==> src/hdl/pipr_pkg.sv <==
// Shared types, constants and helpers for the point-in-polygon ray-cast block.
package pipr_pkg;

    // Coordinate, difference and product widths
    localparam int COORD_BITS = 32;
    localparam int DIFF_BITS  = COORD_BITS + 1;
    localparam int PROD_BITS  = 2 * DIFF_BITS;

    // Configuration register indexes
    localparam int CFG_IDX_BITS = 2;
    typedef logic [CFG_IDX_BITS-1:0] t_cfg_idx;
    localparam t_cfg_idx CFG_QUERY_X = t_cfg_idx'(0);
    localparam t_cfg_idx CFG_QUERY_Y = t_cfg_idx'(1);

    typedef logic signed [COORD_BITS-1:0] t_coord;
    typedef logic signed [DIFF_BITS-1:0]  t_diff;
    typedef logic signed [PROD_BITS-1:0]  t_prod;

    // One vertex request
    typedef struct packed {
        t_coord vertex_x;
        t_coord vertex_y;
        logic   ring_first;
        logic   ring_last;
        logic   polygon_last;
    } t_vertex;

    // Edge (xi,yi)-(xj,yj) under test
    typedef struct packed {
        t_coord xi;
        t_coord yi;
        t_coord xj;
        t_coord yj;
    } t_edge;

    // Command to the shared cross-multiply unit
    typedef struct packed {
        logic  mul;    // run the multiplier this cycle
        logic  sel_r;  // right-hand product; left-hand otherwise
        t_edge edge_c;
    } t_xu_cmd;

    // Result flags
    typedef struct packed {
        logic contained;
        logic in_outer_ring;
        logic in_some_hole;
    } t_res;

    // Sequencer states
    typedef enum logic [2:0] {
        ST_IDLE,
        ST_E1_L,
        ST_E1_R,
        ST_E2_L,
        ST_E2_R,
        ST_FIN
    } t_state;

    // Sign-extended difference a - b, exact
    function automatic t_diff sdiff(input t_coord a, input t_coord b);
        t_diff ea;
        t_diff eb;
        ea = t_diff'(a);
        eb = t_diff'(b);
        return ea - eb;
    endfunction

endpackage

==> src/hdl/pipr_if.sv <==
// Channel interfaces: vertex requests, result requests and configuration writes.
interface pipr_vtx_if;
    logic                 valid;
    logic                 ready;
    pipr_pkg::t_coord     vertex_x;
    pipr_pkg::t_coord     vertex_y;
    logic                 ring_first;
    logic                 ring_last;
    logic                 polygon_last;

    modport source (output valid, vertex_x, vertex_y, ring_first, ring_last, polygon_last,
                    input ready);
    modport sink   (input valid, vertex_x, vertex_y, ring_first, ring_last, polygon_last,
                    output ready);
endinterface

interface pipr_res_if;
    logic valid;
    logic ready;
    logic contained;
    logic in_outer_ring;
    logic in_some_hole;

    modport source (output valid, contained, in_outer_ring, in_some_hole, input ready);
    modport sink   (input valid, contained, in_outer_ring, in_some_hole, output ready);
endinterface

interface pipr_cfg_if;
    logic                 valid;
    logic                 ready;
    pipr_pkg::t_cfg_idx   index;
    pipr_pkg::t_coord     data;

    modport source (output valid, index, data, input ready);
    modport sink   (input valid, index, data, output ready);
endinterface

==> src/hdl/pipr_xunit.sv <==
// Shared cross-multiply and compare unit for the edge crossing test.
module pipr_xunit (
    input  logic              i_clk,
    input  pipr_pkg::t_xu_cmd i_cmd,
    input  pipr_pkg::t_coord  i_query_x,
    input  pipr_pkg::t_coord  i_query_y,
    output logic              o_cross
);

    pipr_pkg::t_diff w_a;
    pipr_pkg::t_diff w_b;
    pipr_pkg::t_prod w_prod;
    pipr_pkg::t_prod r_prod_l;
    pipr_pkg::t_prod r_prod_r;
    logic            r_dy_neg;
    logic            r_straddle;
    logic            w_straddle;

    // Pick operands: left is (qx-xi)*dy, right is (xj-xi)*(qy-yi)
    always_comb begin
        if (i_cmd.sel_r) begin
            w_a = pipr_pkg::sdiff(i_cmd.edge_c.xj, i_cmd.edge_c.xi);
            w_b = pipr_pkg::sdiff(i_query_y, i_cmd.edge_c.yi);
        end else begin
            w_a = pipr_pkg::sdiff(i_query_x, i_cmd.edge_c.xi);
            w_b = pipr_pkg::sdiff(i_cmd.edge_c.yj, i_cmd.edge_c.yi);
        end
    end

    assign w_prod     = pipr_pkg::t_prod'(w_a) * pipr_pkg::t_prod'(w_b);
    assign w_straddle = (i_cmd.edge_c.yi > i_query_y) != (i_cmd.edge_c.yj > i_query_y);

    // Capture products; keep dy sign and straddle with the left product
    always_ff @(posedge i_clk) begin
        if (i_cmd.mul) begin
            if (i_cmd.sel_r) begin
                r_prod_r <= w_prod;
            end else begin
                r_prod_l   <= w_prod;
                r_dy_neg   <= w_b[pipr_pkg::DIFF_BITS-1];
                r_straddle <= w_straddle;
            end
        end
    end

    // Compare with the side swapped when dy is negative
    assign o_cross = r_straddle && (r_dy_neg ? (r_prod_r < r_prod_l) : (r_prod_l < r_prod_r));

endmodule

==> src/hdl/pipr_ctrl.sv <==
// Sequencer and ring state: schedules edges on the shared unit and tracks parity.
module pipr_ctrl (
    input  logic              i_clk,
    input  logic              i_rst_n,
    input  logic              i_vtx_valid,
    input  pipr_pkg::t_vertex i_vtx,
    output logic              o_vtx_ready,
    output pipr_pkg::t_xu_cmd o_cmd,
    input  logic              i_cross,
    input  logic              i_res_space,
    output logic              o_push,
    output pipr_pkg::t_res    o_res
);

    pipr_pkg::t_state  r_state;
    pipr_pkg::t_state  n_state;
    pipr_pkg::t_vertex r_v;
    pipr_pkg::t_coord  r_prev_x;
    pipr_pkg::t_coord  r_prev_y;
    pipr_pkg::t_coord  r_start_x;
    pipr_pkg::t_coord  r_start_y;
    logic              r_parity;
    logic              r_outer_done;
    logic              r_outer_inside;
    logic              r_hole_inside;
    logic              r_apply;
    logic              w_accept;
    logic              w_close;
    logic              w_fin;
    logic              w_fin_go;
    logic              w_par_now;
    logic              w_oi_new;
    logic              w_hi_new;

    assign w_accept  = i_vtx_valid && o_vtx_ready;
    assign w_close   = r_v.ring_last || r_v.polygon_last;
    assign w_fin     = (r_state == pipr_pkg::ST_FIN);
    assign w_fin_go  = w_fin && (!r_v.polygon_last || i_res_space);
    assign w_par_now = r_parity ^ (r_apply && i_cross);
    assign w_oi_new  = (w_close && !r_outer_done) ? w_par_now : r_outer_inside;
    assign w_hi_new  = r_hole_inside || (w_close && r_outer_done && w_par_now);

    // Next state
    always_comb begin
        n_state = r_state;
        case (r_state)
            pipr_pkg::ST_IDLE: begin
                if (i_vtx_valid) begin
                    if (!i_vtx.ring_first) begin
                        n_state = pipr_pkg::ST_E1_L;
                    end else if (i_vtx.ring_last || i_vtx.polygon_last) begin
                        n_state = pipr_pkg::ST_E2_L;
                    end else begin
                        n_state = pipr_pkg::ST_FIN;
                    end
                end
            end
            pipr_pkg::ST_E1_L: n_state = pipr_pkg::ST_E1_R;
            pipr_pkg::ST_E1_R: n_state = w_close ? pipr_pkg::ST_E2_L : pipr_pkg::ST_FIN;
            pipr_pkg::ST_E2_L: n_state = pipr_pkg::ST_E2_R;
            pipr_pkg::ST_E2_R: n_state = pipr_pkg::ST_FIN;
            pipr_pkg::ST_FIN: begin
                if (w_fin_go) begin
                    n_state = pipr_pkg::ST_IDLE;
                end
            end
            default: n_state = pipr_pkg::ST_IDLE;
        endcase
    end

    // State outputs: handshake, unit command and edge select
    always_comb begin
        o_vtx_ready  = 1'b0;
        o_cmd.mul    = 1'b0;
        o_cmd.sel_r  = 1'b0;
        o_cmd.edge_c = '{xi: r_start_x, yi: r_start_y, xj: r_v.vertex_x, yj: r_v.vertex_y};
        case (r_state)
            pipr_pkg::ST_IDLE: o_vtx_ready = 1'b1;
            pipr_pkg::ST_E1_L, pipr_pkg::ST_E1_R: begin
                o_cmd.mul    = 1'b1;
                o_cmd.sel_r  = (r_state == pipr_pkg::ST_E1_R);
                o_cmd.edge_c = '{xi: r_v.vertex_x, yi: r_v.vertex_y, xj: r_prev_x, yj: r_prev_y};
            end
            pipr_pkg::ST_E2_L: o_cmd.mul = 1'b1;
            pipr_pkg::ST_E2_R: begin
                o_cmd.mul   = 1'b1;
                o_cmd.sel_r = 1'b1;
            end
            default: o_vtx_ready = 1'b0;
        endcase
    end

    assign o_push            = w_fin && r_v.polygon_last && i_res_space;
    assign o_res.contained     = w_oi_new && !w_hi_new;
    assign o_res.in_outer_ring = w_oi_new;
    assign o_res.in_some_hole  = w_hi_new;

    // Advance state; flag the cycle after a right product as compare-valid
    always_ff @(posedge i_clk) begin
        if (!i_rst_n) begin
            r_state <= pipr_pkg::ST_IDLE;
            r_apply <= 1'b0;
        end else begin
            r_state <= n_state;
            r_apply <= (r_state == pipr_pkg::ST_E1_R) || (r_state == pipr_pkg::ST_E2_R);
        end
    end

    // Hold the accepted vertex
    always_ff @(posedge i_clk) begin
        if (w_accept) begin
            r_v <= i_vtx;
        end
    end

    // Ring and polygon state
    always_ff @(posedge i_clk) begin
        if (!i_rst_n) begin
            r_prev_x       <= '0;
            r_prev_y       <= '0;
            r_start_x      <= '0;
            r_start_y      <= '0;
            r_parity       <= 1'b0;
            r_outer_done   <= 1'b0;
            r_outer_inside <= 1'b0;
            r_hole_inside  <= 1'b0;
        end else begin
            // open a ring, clear parity when the ring closes, or fold in a crossing
            if (w_accept && i_vtx.ring_first) begin
                r_start_x <= i_vtx.vertex_x;
                r_start_y <= i_vtx.vertex_y;
                r_parity  <= 1'b0;
            end else if (w_fin_go && w_close) begin
                r_parity <= 1'b0;
            end else if (r_apply && i_cross) begin
                r_parity <= !r_parity;
            end
            // retire the vertex: close the ring, drop polygon state after the result
            if (w_fin_go) begin
                r_prev_x <= r_v.vertex_x;
                r_prev_y <= r_v.vertex_y;
                if (r_v.polygon_last) begin
                    r_outer_done   <= 1'b0;
                    r_outer_inside <= 1'b0;
                    r_hole_inside  <= 1'b0;
                end else if (w_close) begin
                    if (!r_outer_done) begin
                        r_outer_inside <= w_par_now;
                        r_outer_done   <= 1'b1;
                    end else if (w_par_now) begin
                        r_hole_inside <= 1'b1;
                    end
                end
            end
        end
    end

    // A compare result is consumed only right after a right-hand product
    a_apply_state: assert property (@(posedge i_clk) disable iff (!i_rst_n)
        r_apply |-> (r_state == pipr_pkg::ST_E2_L || r_state == pipr_pkg::ST_FIN))
        else $error("compare consumed outside its slot");

    // A vertex that continues a ring starts with the incoming edge
    a_edge_first: assert property (@(posedge i_clk) disable iff (!i_rst_n)
        (w_accept && !i_vtx.ring_first) |=> (r_state == pipr_pkg::ST_E1_L))
        else $error("continuing vertex skipped its edge");

    // A hole can only be recorded after the outer ring is closed
    a_hole_after_outer: assert property (@(posedge i_clk) disable iff (!i_rst_n)
        r_hole_inside |-> r_outer_done)
        else $error("hole recorded before outer ring");

    // Polygon state is dropped once the result leaves
    a_clear_after_push: assert property (@(posedge i_clk) disable iff (!i_rst_n)
        o_push |=> (!r_outer_done && !r_hole_inside && !r_outer_inside))
        else $error("polygon state kept after result");

endmodule

==> src/hdl/point_in_polygon_ray_cast.sv <==
// Top level of the point-in-polygon ray-cast block: config, sequencer, unit, result register.
//
//  channel  dir  payload                                               handshake
//  i_vtx    in   vertex_x, vertex_y, ring_first, ring_last, polygon_last valid/ready
//  i_cfg    in   index (0 query_x, 1 query_y), data                    valid/ready, always ready
//  o_res    out  contained, in_outer_ring, in_some_hole                 valid/ready
//
// A vertex runs a left and a right product for its incoming edge, if any, then for the
// closing edge if it ends a ring: each edge needs two passes through the one shared multiplier.
// The result leaves through an output register; the last cycle of a polygon's final
// vertex waits while that register is full and not taken. i_rst_n is synchronous and
// clears the sequencer, ring state, query point and result valid.
module point_in_polygon_ray_cast (
    input  logic        i_clk,
    input  logic        i_rst_n,
    pipr_vtx_if.sink    i_vtx,
    pipr_cfg_if.sink    i_cfg,
    pipr_res_if.source  o_res
);

    pipr_pkg::t_coord  r_query_x;
    pipr_pkg::t_coord  r_query_y;
    pipr_pkg::t_vertex w_vtx;
    pipr_pkg::t_xu_cmd w_cmd;
    pipr_pkg::t_res    w_res;
    pipr_pkg::t_res    r_res;
    logic              r_res_valid;
    logic              w_cross;
    logic              w_push;
    logic              w_res_space;
    logic              w_vtx_ready;

    // Configuration writes
    assign i_cfg.ready = 1'b1;

    always_ff @(posedge i_clk) begin
        if (!i_rst_n) begin
            r_query_x <= '0;
            r_query_y <= '0;
        end else if (i_cfg.valid) begin
            case (i_cfg.index)
                pipr_pkg::CFG_QUERY_X: r_query_x <= i_cfg.data;
                pipr_pkg::CFG_QUERY_Y: r_query_y <= i_cfg.data;
                default: r_query_x <= r_query_x;
            endcase
        end
    end

    // Vertex request
    assign w_vtx = '{vertex_x:     i_vtx.vertex_x,
                     vertex_y:     i_vtx.vertex_y,
                     ring_first:   i_vtx.ring_first,
                     ring_last:    i_vtx.ring_last,
                     polygon_last: i_vtx.polygon_last};
    assign i_vtx.ready = w_vtx_ready;

    pipr_ctrl u_ctrl (
        .i_clk       (i_clk),
        .i_rst_n     (i_rst_n),
        .i_vtx_valid (i_vtx.valid),
        .i_vtx       (w_vtx),
        .o_vtx_ready (w_vtx_ready),
        .o_cmd       (w_cmd),
        .i_cross     (w_cross),
        .i_res_space (w_res_space),
        .o_push      (w_push),
        .o_res       (w_res)
    );

    pipr_xunit u_xunit (
        .i_clk     (i_clk),
        .i_cmd     (w_cmd),
        .i_query_x (r_query_x),
        .i_query_y (r_query_y),
        .o_cross   (w_cross)
    );

    // Result register
    assign w_res_space = !r_res_valid || o_res.ready;

    always_ff @(posedge i_clk) begin
        if (!i_rst_n) begin
            r_res_valid <= 1'b0;
        end else if (w_push) begin
            r_res_valid <= 1'b1;
        end else if (o_res.ready) begin
            r_res_valid <= 1'b0;
        end
    end

    always_ff @(posedge i_clk) begin
        if (w_push) begin
            r_res <= w_res;
        end
    end

    assign o_res.valid         = r_res_valid;
    assign o_res.contained     = r_res.contained;
    assign o_res.in_outer_ring = r_res.in_outer_ring;
    assign o_res.in_some_hole  = r_res.in_some_hole;

endmodule
==> src/flat_wrapper.sv <==
// flat-port wrapper written by rule: the top's interface ports become plain ports
module point_in_polygon_ray_cast_flat 
  (i_clk, i_rst_n, i_vtx_valid, i_vtx_vertex_x, i_vtx_vertex_y, i_vtx_ring_first, i_vtx_ring_last, i_vtx_polygon_last, i_vtx_ready, i_cfg_valid, i_cfg_index, i_cfg_data, i_cfg_ready, o_res_valid, o_res_contained, o_res_in_outer_ring, o_res_in_some_hole, o_res_ready);
  pipr_vtx_if i_vtx_i ();
  pipr_cfg_if i_cfg_i ();
  pipr_res_if o_res_i ();
  input  logic i_clk;
  input  logic i_rst_n;
  input wire logic [$bits(i_vtx_i.valid)-1:0] i_vtx_valid;
  input wire logic [$bits(i_vtx_i.vertex_x)-1:0] i_vtx_vertex_x;
  input wire logic [$bits(i_vtx_i.vertex_y)-1:0] i_vtx_vertex_y;
  input wire logic [$bits(i_vtx_i.ring_first)-1:0] i_vtx_ring_first;
  input wire logic [$bits(i_vtx_i.ring_last)-1:0] i_vtx_ring_last;
  input wire logic [$bits(i_vtx_i.polygon_last)-1:0] i_vtx_polygon_last;
  output wire logic [$bits(i_vtx_i.ready)-1:0] i_vtx_ready;
  input wire logic [$bits(i_cfg_i.valid)-1:0] i_cfg_valid;
  input wire logic [$bits(i_cfg_i.index)-1:0] i_cfg_index;
  input wire logic [$bits(i_cfg_i.data)-1:0] i_cfg_data;
  output wire logic [$bits(i_cfg_i.ready)-1:0] i_cfg_ready;
  output wire logic [$bits(o_res_i.valid)-1:0] o_res_valid;
  output wire logic [$bits(o_res_i.contained)-1:0] o_res_contained;
  output wire logic [$bits(o_res_i.in_outer_ring)-1:0] o_res_in_outer_ring;
  output wire logic [$bits(o_res_i.in_some_hole)-1:0] o_res_in_some_hole;
  input wire logic [$bits(o_res_i.ready)-1:0] o_res_ready;
  assign i_vtx_i.valid = i_vtx_valid;
  assign i_vtx_i.vertex_x = i_vtx_vertex_x;
  assign i_vtx_i.vertex_y = i_vtx_vertex_y;
  assign i_vtx_i.ring_first = i_vtx_ring_first;
  assign i_vtx_i.ring_last = i_vtx_ring_last;
  assign i_vtx_i.polygon_last = i_vtx_polygon_last;
  assign i_vtx_ready = i_vtx_i.ready;
  assign i_cfg_i.valid = i_cfg_valid;
  assign i_cfg_i.index = i_cfg_index;
  assign i_cfg_i.data = i_cfg_data;
  assign i_cfg_ready = i_cfg_i.ready;
  assign o_res_valid = o_res_i.valid;
  assign o_res_contained = o_res_i.contained;
  assign o_res_in_outer_ring = o_res_i.in_outer_ring;
  assign o_res_in_some_hole = o_res_i.in_some_hole;
  assign o_res_i.ready = o_res_ready;
  point_in_polygon_ray_cast u_core (.i_clk(i_clk), .i_rst_n(i_rst_n), .i_vtx(i_vtx_i), .i_cfg(i_cfg_i), .o_res(o_res_i));
endmodule
==> config.mk <==
export PLATFORM = sky130hd
export DESIGN_NAME = point_in_polygon_ray_cast_flat
export DESIGN_NICKNAME = d
export VERILOG_FILES = /design/src/hdl/pipr_pkg.sv /design/src/hdl/pipr_if.sv /design/src/hdl/pipr_xunit.sv /design/src/hdl/pipr_ctrl.sv /design/src/hdl/point_in_polygon_ray_cast.sv /design/src/flat_wrapper.sv
export SDC_FILE = /design/constraint.sdc
export NUM_CORES = 2
export LEC_CHECK = 0
export CAP_MARGIN = 20
export CORE_ASPECT_RATIO = 0.75
export CORE_UTILIZATION = 25
export DETAILED_ROUTE_END_ITERATION = 10
export DONT_BUFFER_PORTS = 1
export PLACE_DENSITY = 0.44
export SLEW_MARGIN = 30
export SYNTH_ARGS = -nofsm -noshare
export SYNTH_HDL_FRONTEND = slang
export SYNTH_SLANG_ARGS = --single-unit
==> constraint.sdc <==
create_clock -name i_clk -period 14.9 [get_ports i_clk]
set_input_delay 4.47 -clock i_clk [delete_from_list [all_inputs] [get_ports i_clk]]
set_output_delay 4.47 -clock i_clk [all_outputs]
set_load 0.05 [all_outputs]
After elaboration in Yosys (flattened, before gate mapping)
Index checks and enable logic that the tools add are counted.
Widths: inputs -> output; s select.
- equal/unequal tests: 10
- reduce and logical (&&, ||, !) cells: 40
- $mul: 1
- bitwise gates (word level): 3
- $lt $le $gt $ge: 4
- $add $sub $neg: 4
- multiplexer cells: 25
- operators by type and width (kind ; count):
    $lt 66x66->1 ; 2
    $sub 32x32->33 ; 4
    $mux 128 ; 1
    $mul 33x33->66 ; 1
    $mux 33 ; 2
    $gt 32x32->1 ; 2
    $pmux 3 s6 ; 1
    $mux 1 ; 15
    $mux 3 ; 5
    $logic_and 1x1->1 ; 12
    $reduce_and 2->1 ; 6
    $reduce_bool 2->1 ; 4
    $eq 3x2->1 const B ; 2
    $eq 3x3->1 const B ; 2
    $logic_or 1x1->1 ; 6
    $logic_not 1->1 ; 5
    $ne 2x2->1 const B ; 2
    $reduce_and 4->1 ; 1
    $reduce_or 4->1 ; 1
    $eq 3x1->1 const B ; 1
    $logic_not 3->1 ; 1
    $reduce_and 3->1 ; 1
    $reduce_or 3->1 ; 1
    $eq 2x1->1 const B ; 1
    7 further kinds ; 8
- output and inout port bits: 6
- bits in registers: 404
- word-level logic and storage cells: 111
- input bits: 106

Depth between registers and ports, before layout
- depth in word-level cells: 9
- depth in mapped cells: 53
- gate-level depth less buffers: 46

Hierarchy
A second synthesis with hierarchy kept.
- cells, all modules: 6490
- area, all modules: 62322.3 um^2
- modules (own cells, without submodules) (module ; cells an instance ; sequential area each (um^2) ; area an instance (um^2) ; instances):
    pipr_xunit ; 5391 ; 4023.9 ; 49937.9 ; 1
    pipr_ctrl ; 845 ; 4704.5 ; 9750.6 ; 1
    point_in_polygon_ray_cast ; 254 ; 1391.3 ; 2633.8 ; 1

Worst setup path before layout
Ideal clock, no wire load.
- kind: flip-flop to flip-flop
- start point: reg u_core.u_ctrl.r_state[2]
- end point: reg u_core.u_xunit.r_prod_l[65], data pin
- library setup time: 264 ps
- buffers on the path: 9
- stages on the path, launching flop included: 52
- data arrival time: 14082 ps
- slack: 554 ps
- required time: 14636 ps
- clock period less this slack: 14346 ps
- cell sequence: dfxtp_1 -> buf_2 -> buf_2 -> buf_2 -> xor2_1 -> nand2b_1 -> inv_1 -> clkbuf_1 -> clkbuf_1 -> clkbuf_1 -> buf_1 -> a31oi_1 -> ha_1 -> clkbuf_1 -> and4_1 -> nand2_1 -> o211ai_1 -> a21oi_1 -> [... 16 more ...] -> inv_1 -> fa_1 -> inv_1 -> fa_1 -> fa_1 -> inv_1 -> ha_1 -> a21o_1 -> a21o_1 -> a21o_1 -> a21o_1 -> a21oi_1 -> o21ai_0 -> a211oi_1 -> a21bo_2 -> a221o_1 -> a21oi_1 -> xnor2_1
- longest elaborated chain between the ends: 6
- elaborated cells on any way between the ends: 13
- those cells by class: add/sub: 4; mul: 1; eq/ne: 3; mux: 4; reduce/logical: 1
- ends and longest elaborated chain (element ; RTL line ; source):
    start, declared ; pipr_ctrl.sv:15 ; pipr_pkg::t_state r_state;
    start signal, assigned ; pipr_ctrl.sv:101 ; r_state <= pipr_pkg::ST_IDLE;
    start signal, assigned ; pipr_ctrl.sv:104 ; r_state <= n_state;
    $eq 3x2->1 or $eq 3x1->1 (tied branches) ; pipr_ctrl.sv:77, pipr_ctrl.sv:81 ;
    $reduce_or 2->1 ; pipr_ctrl.sv:77 ; case (r_state)
    $mux 128 ; pipr_ctrl.sv:77 ;
    $sub 32x32->33 ; pipr_pkg.sv:66 ; return ea - eb;
    $mux 33 ; pipr_xunit.sv:21 ; if (i_cmd.sel_r) begin
    $mul 33x33->66 * ; pipr_xunit.sv:30 ; assign w_prod = pipr_pkg::t_prod'(w_a) * pipr_pkg::t_prod'(w_b);
    via u_core.u_xunit.w_prod[65] ; pipr_xunit.sv:12 ; pipr_pkg::t_prod w_prod;
    end signal, assigned ; pipr_xunit.sv:39 ; r_prod_l <= w_prod;
    end, declared ; pipr_xunit.sv:13 ; pipr_pkg::t_prod r_prod_l;
The timed path passes the listed nets; every way through them passes the cells marked *.
A chain may end at the register's enable or synchronous reset.

Worst setup path in the final report
- start point: reg u_core.u_ctrl.r_state[1]
- end point: reg u_core.u_xunit.r_prod_r[64], data pin
- longest elaborated chain between the ends: 6
- elaborated cells on any way between the ends: 13
- those cells by class: add/sub: 4; mul: 1; eq/ne: 3; mux: 4; reduce/logical: 1
- ends and longest elaborated chain (element ; RTL line ; source):
    $eq 3x2->1 or $eq 3x1->1 (tied branches) ; pipr_ctrl.sv:77, pipr_ctrl.sv:81 ;
    $reduce_or 2->1 ; pipr_ctrl.sv:77 ;
    $mux 128 ; pipr_ctrl.sv:77 ;
    $sub 32x32->33 ; pipr_pkg.sv:66 ;
    $mux 33 ; pipr_xunit.sv:21 ;
    $mul 33x33->66 * ; pipr_xunit.sv:30 ;
    via u_core.u_xunit.w_prod[64] ; pipr_xunit.sv:12 ;
    end signal, assigned ; pipr_xunit.sv:37 ; r_prod_r <= w_prod;
    end, declared ; pipr_xunit.sv:14 ; pipr_pkg::t_prod r_prod_r;
Marks and branches as above.

==> impl_metrics.toml <==
[finish]
stdcell_area_mm2 = 0.0675
nFillCells = 26200
syn_to_final_growth_pct = 9.70
finalNetCount = 8246
multiInputGateArea_mm2 = 0.0462
drive_gt1_share_pct = 5.46
regArea_mm2 = 0.0101

[synth]
synth_nets = 8371
synth_area_leaders = "fa_1 37%, edfxtp_1 9.9%, nand2_1 8.4%"
async_flop_share_pct = 0
yosysTopAreaCell = "fa_1"
synthCells = 6715
yosysSeqAreaShare_pct = 16.5
yosysTopAreaCellShare_pct = 37.4
synth_top_flop_cell = "edfxtp_1"
synth-seq-cells = 404
synth-warning-count = 0
synth_cell_type_count = 104
synth_enable_flop_cells = 203
synth_area_mm2 = 0.0615
synth_area_per_cell_um2 = 9.16

[route]
num_vias = 46500
dr.pass1.iters = 6
drc_errors = 0
drt_iter0_markers = 3917
routed_wl_um = 220000
wl_per_cell_um = 22.2
postRouteAntennaNets = 0
vias_per_cell = 4.70

[clocking]
cts_buffers = 46
root_buffer = "clkbuf_16"
clkLatencyLatePin_ps = 680
cts_num_sinks = 404
htreeDepth = 2
path_clk_slew_ps = 60
postCtsHoldBufs = 0
cts.repair.resized = 0
cts_tree = "built"
cts_setup_buffers = 0
clockBufferDepth = 3

[run]
drv_cap = 0

[timing]
fin_setup_tns_ps = 0
finalCritPeriodShare_pct = 93.7
period_needed_ps = 13950
finalMaxSlewViolations = 0
fmax_mhz = 71.7
worstMarginPinSlew_ps = 990
skew_ps = 33.8
finalHoldViolCount = 0
slew_headroom_pct = 33.7
rsz0062_at_grt = "no"
setup-violations-final = 0

[grt]
grt_overflow = 0
grt_pass1_wl_um = 329000
grt_pass1_vias = 48600
grt_max_degree = 202
antenna_found_initial = 12
grt_usage_pct = 17.9

[setup_path]
slowest_delay_ps = 650
cp_slowest_cell = "dfxtp_1"
crit_fanout = 31
setup.worst_path.start_class = "flop"
crit_top_cell = "fa_1"
cp_num_buf_inv = 5
worstPathArrival_ps = 14420
crit_type = "reg -> reg"
end_kind = "flop"
cp_top_family = "compound AO/OA/AOI/OAI gates"
worstPathRequired_ps = 15360

[place]
io_buffers = 0
gp_congestion = 0.894
hpwl_um = 177000
place_area_mm2 = 0.0659

[floorplanning]
fp.dieH_um = 432
die_x_um = 575
coreArea_mm2 = 0.244
fp-row-count = 157
dieArea_mm2 = 0.248
initial_core_util_pct = 25.2
ios = 112

[outcome]
status = "finished clean"

[min_path]
worstHoldPathType = "reg -> reg"
## registers in the layout, summed over array words and instances (netlist names), 3 cells and up
| register | cells |
|---|---|
| u_core.u_ctrl.r_prev_x | 32 |
| u_core.u_ctrl.r_prev_y | 32 |
| u_core.u_xunit.r_prod_l | 66 |
| u_core.u_ctrl.r_state | 3 |
| u_core.u_ctrl.r_start_y | 32 |
| u_core.r_query_y | 32 |
| u_core.u_ctrl.r_start_x | 32 |
| u_core.r_query_x | 32 |
| u_core.u_ctrl.r_v | 66 |
| u_core.u_xunit.r_prod_r | 66 |
## worst paths after layout
| path | startpoint | to | slack [ps] | cells after the start |
|---|---|---|---|---|
| worst min-delay path | u_core.u_ctrl.r_prev_y[17]$_SDFFE_PN0P_ | u_core.u_ctrl.r_prev_y[17]$_SDFFE_PN0P_ | 470 | 2 |
| worst max-delay path | u_core.u_ctrl.r_state[1]$_SDFFE_PN0P_ | u_core.u_xunit.r_prod_r[64]$_DFFE_PP_ | 950 | 39 |
| worst min register to register | u_core.u_ctrl.r_prev_y[17]$_SDFFE_PN0P_ | u_core.u_ctrl.r_prev_y[17]$_SDFFE_PN0P_ | 470 | 2 |
| worst max register to register | u_core.u_ctrl.r_state[1]$_SDFFE_PN0P_ | u_core.u_xunit.r_prod_r[64]$_DFFE_PP_ | 950 | 39 |
## worst register-to-register path, delay by kind of cell (launching register included)
kind / cells / cell delay (ps)
buf+inv: 5 / 490
simple gates: 6 / 1520
fa+ha+maj: 10 / 4920
compound gates: 16 / 5290
flops: 1 / 650
xor+xnor: 2 / 880
## metal layers
metal | up-vias | GRT usage, % | wire length (µm)
met5 | - | 0 | 13
met4 | 2 | 3.04 | 3730
met3 | 172 | 4.36 | 19600
met2 | 1631 | 25.0 | 86500
met1 | 24100 | 27.6 | 110000
li1 | 20600 | - | -
## Yosys cell counts, types with 5 or more instances
cell / number
dfxtp_1: 201
xor2_1: 72
a221oi_1: 8
or2_2: 11
ha_1: 402
nor3_1: 38
o41ai_1: 5
buf_6: 5
nor4_1: 5
a211oi_1: 19
fa_1: 1148
o211ai_1: 13
and4_1: 10
edfxtp_1: 203
o21ai_2: 9
inv_1: 1180
or3_1: 7
mux2i_1: 70
o21ai_1: 19
nand4_1: 41
a21boi_0: 196
nor2_1: 344
clkbuf_1: 248
buf_2: 40
a21oi_1: 159
nand2_1: 1379
a31o_2: 9
and2_1: 107
nor3b_1: 6
nor2b_1: 54
a221o_1: 6
a211o_1: 9
nand2b_1: 50
xnor2_1: 122
o21a_1: 21
buf_1: 14
buf_4: 7
and3_1: 26
a2111oi_0: 7
nand3_1: 43
o21bai_1: 22
a21o_1: 123
a31oi_1: 65
o21ai_0: 79
## layout make-up
type / count / share of cell area [%]
Multi-Input combinational cell: 4815 / 68.5
Sequential cell: 404 / 15.0
Inverter: 1182 / 6.58
Tap cell: 3259 / 6.05
Clock buffer: 55 / 1.80
Timing Repair Buffer: 141 / 1.63
Clock inverter: 29 / 0.415
Antenna cell: 3 / 0.0111
## per-stage QoR
stage	hold WS, ps	cells	util (%)	worst slack [ps]
floorplan	442	6715	-	554
global placement	450	9798	26.9	1000
detailed placement	456	9800	27.0	956
CTS	466	9884	27.6	897
global route	478	9886	27.6	245
finish	467	9888	27.6	945
## cells in the final DEF (no fill, tap or decap), types with 9 or more instances in the layout
master	n
and2_1	106
fa_1	1148
o211ai_1	13
xor2_1	51
inv_1	1179
edfxtp_1	203
o21ai_2	14
and3_1	24
a31oi_1	65
xnor2_2	19
ha_1	402
nor2_1	343
or2_2	11
clkbuf_16	46
xnor2_1	101
nand2b_1	49
nand2_1	1379
buf_4	137
xor2_2	18
o21bai_1	22
nor2b_1	53
a21boi_0	196
nor3_1	37
dfxtp_1	201
a211o_1	9
a21oi_1	156
nand3_1	41
a31o_2	9
a211oi_1	19
a21o_1	122
o21a_1	21
mux2i_1	65
o21ai_1	10
nand4_1	41
and4_1	10
o21ai_0	79
## logic make-up after synthesis
family | after synthesis | synth area share, %
and+or+nand+nor | 2146 | 14.8
AOI/OAI and AO/OA | 840 | 9.60
DFF | 404 | 16.5
other | 1 | 0.00610
xor gates and xnor gates | 196 | 2.83
muxes | 78 | 1.33
buffers and inverters | 1496 | 9.32
adders and majority gates | 1554 | 45.6
Power is left out: the tool's default activity adds up to more than one toggle a clock period on the data nets, which glitch-free logic cannot reach.
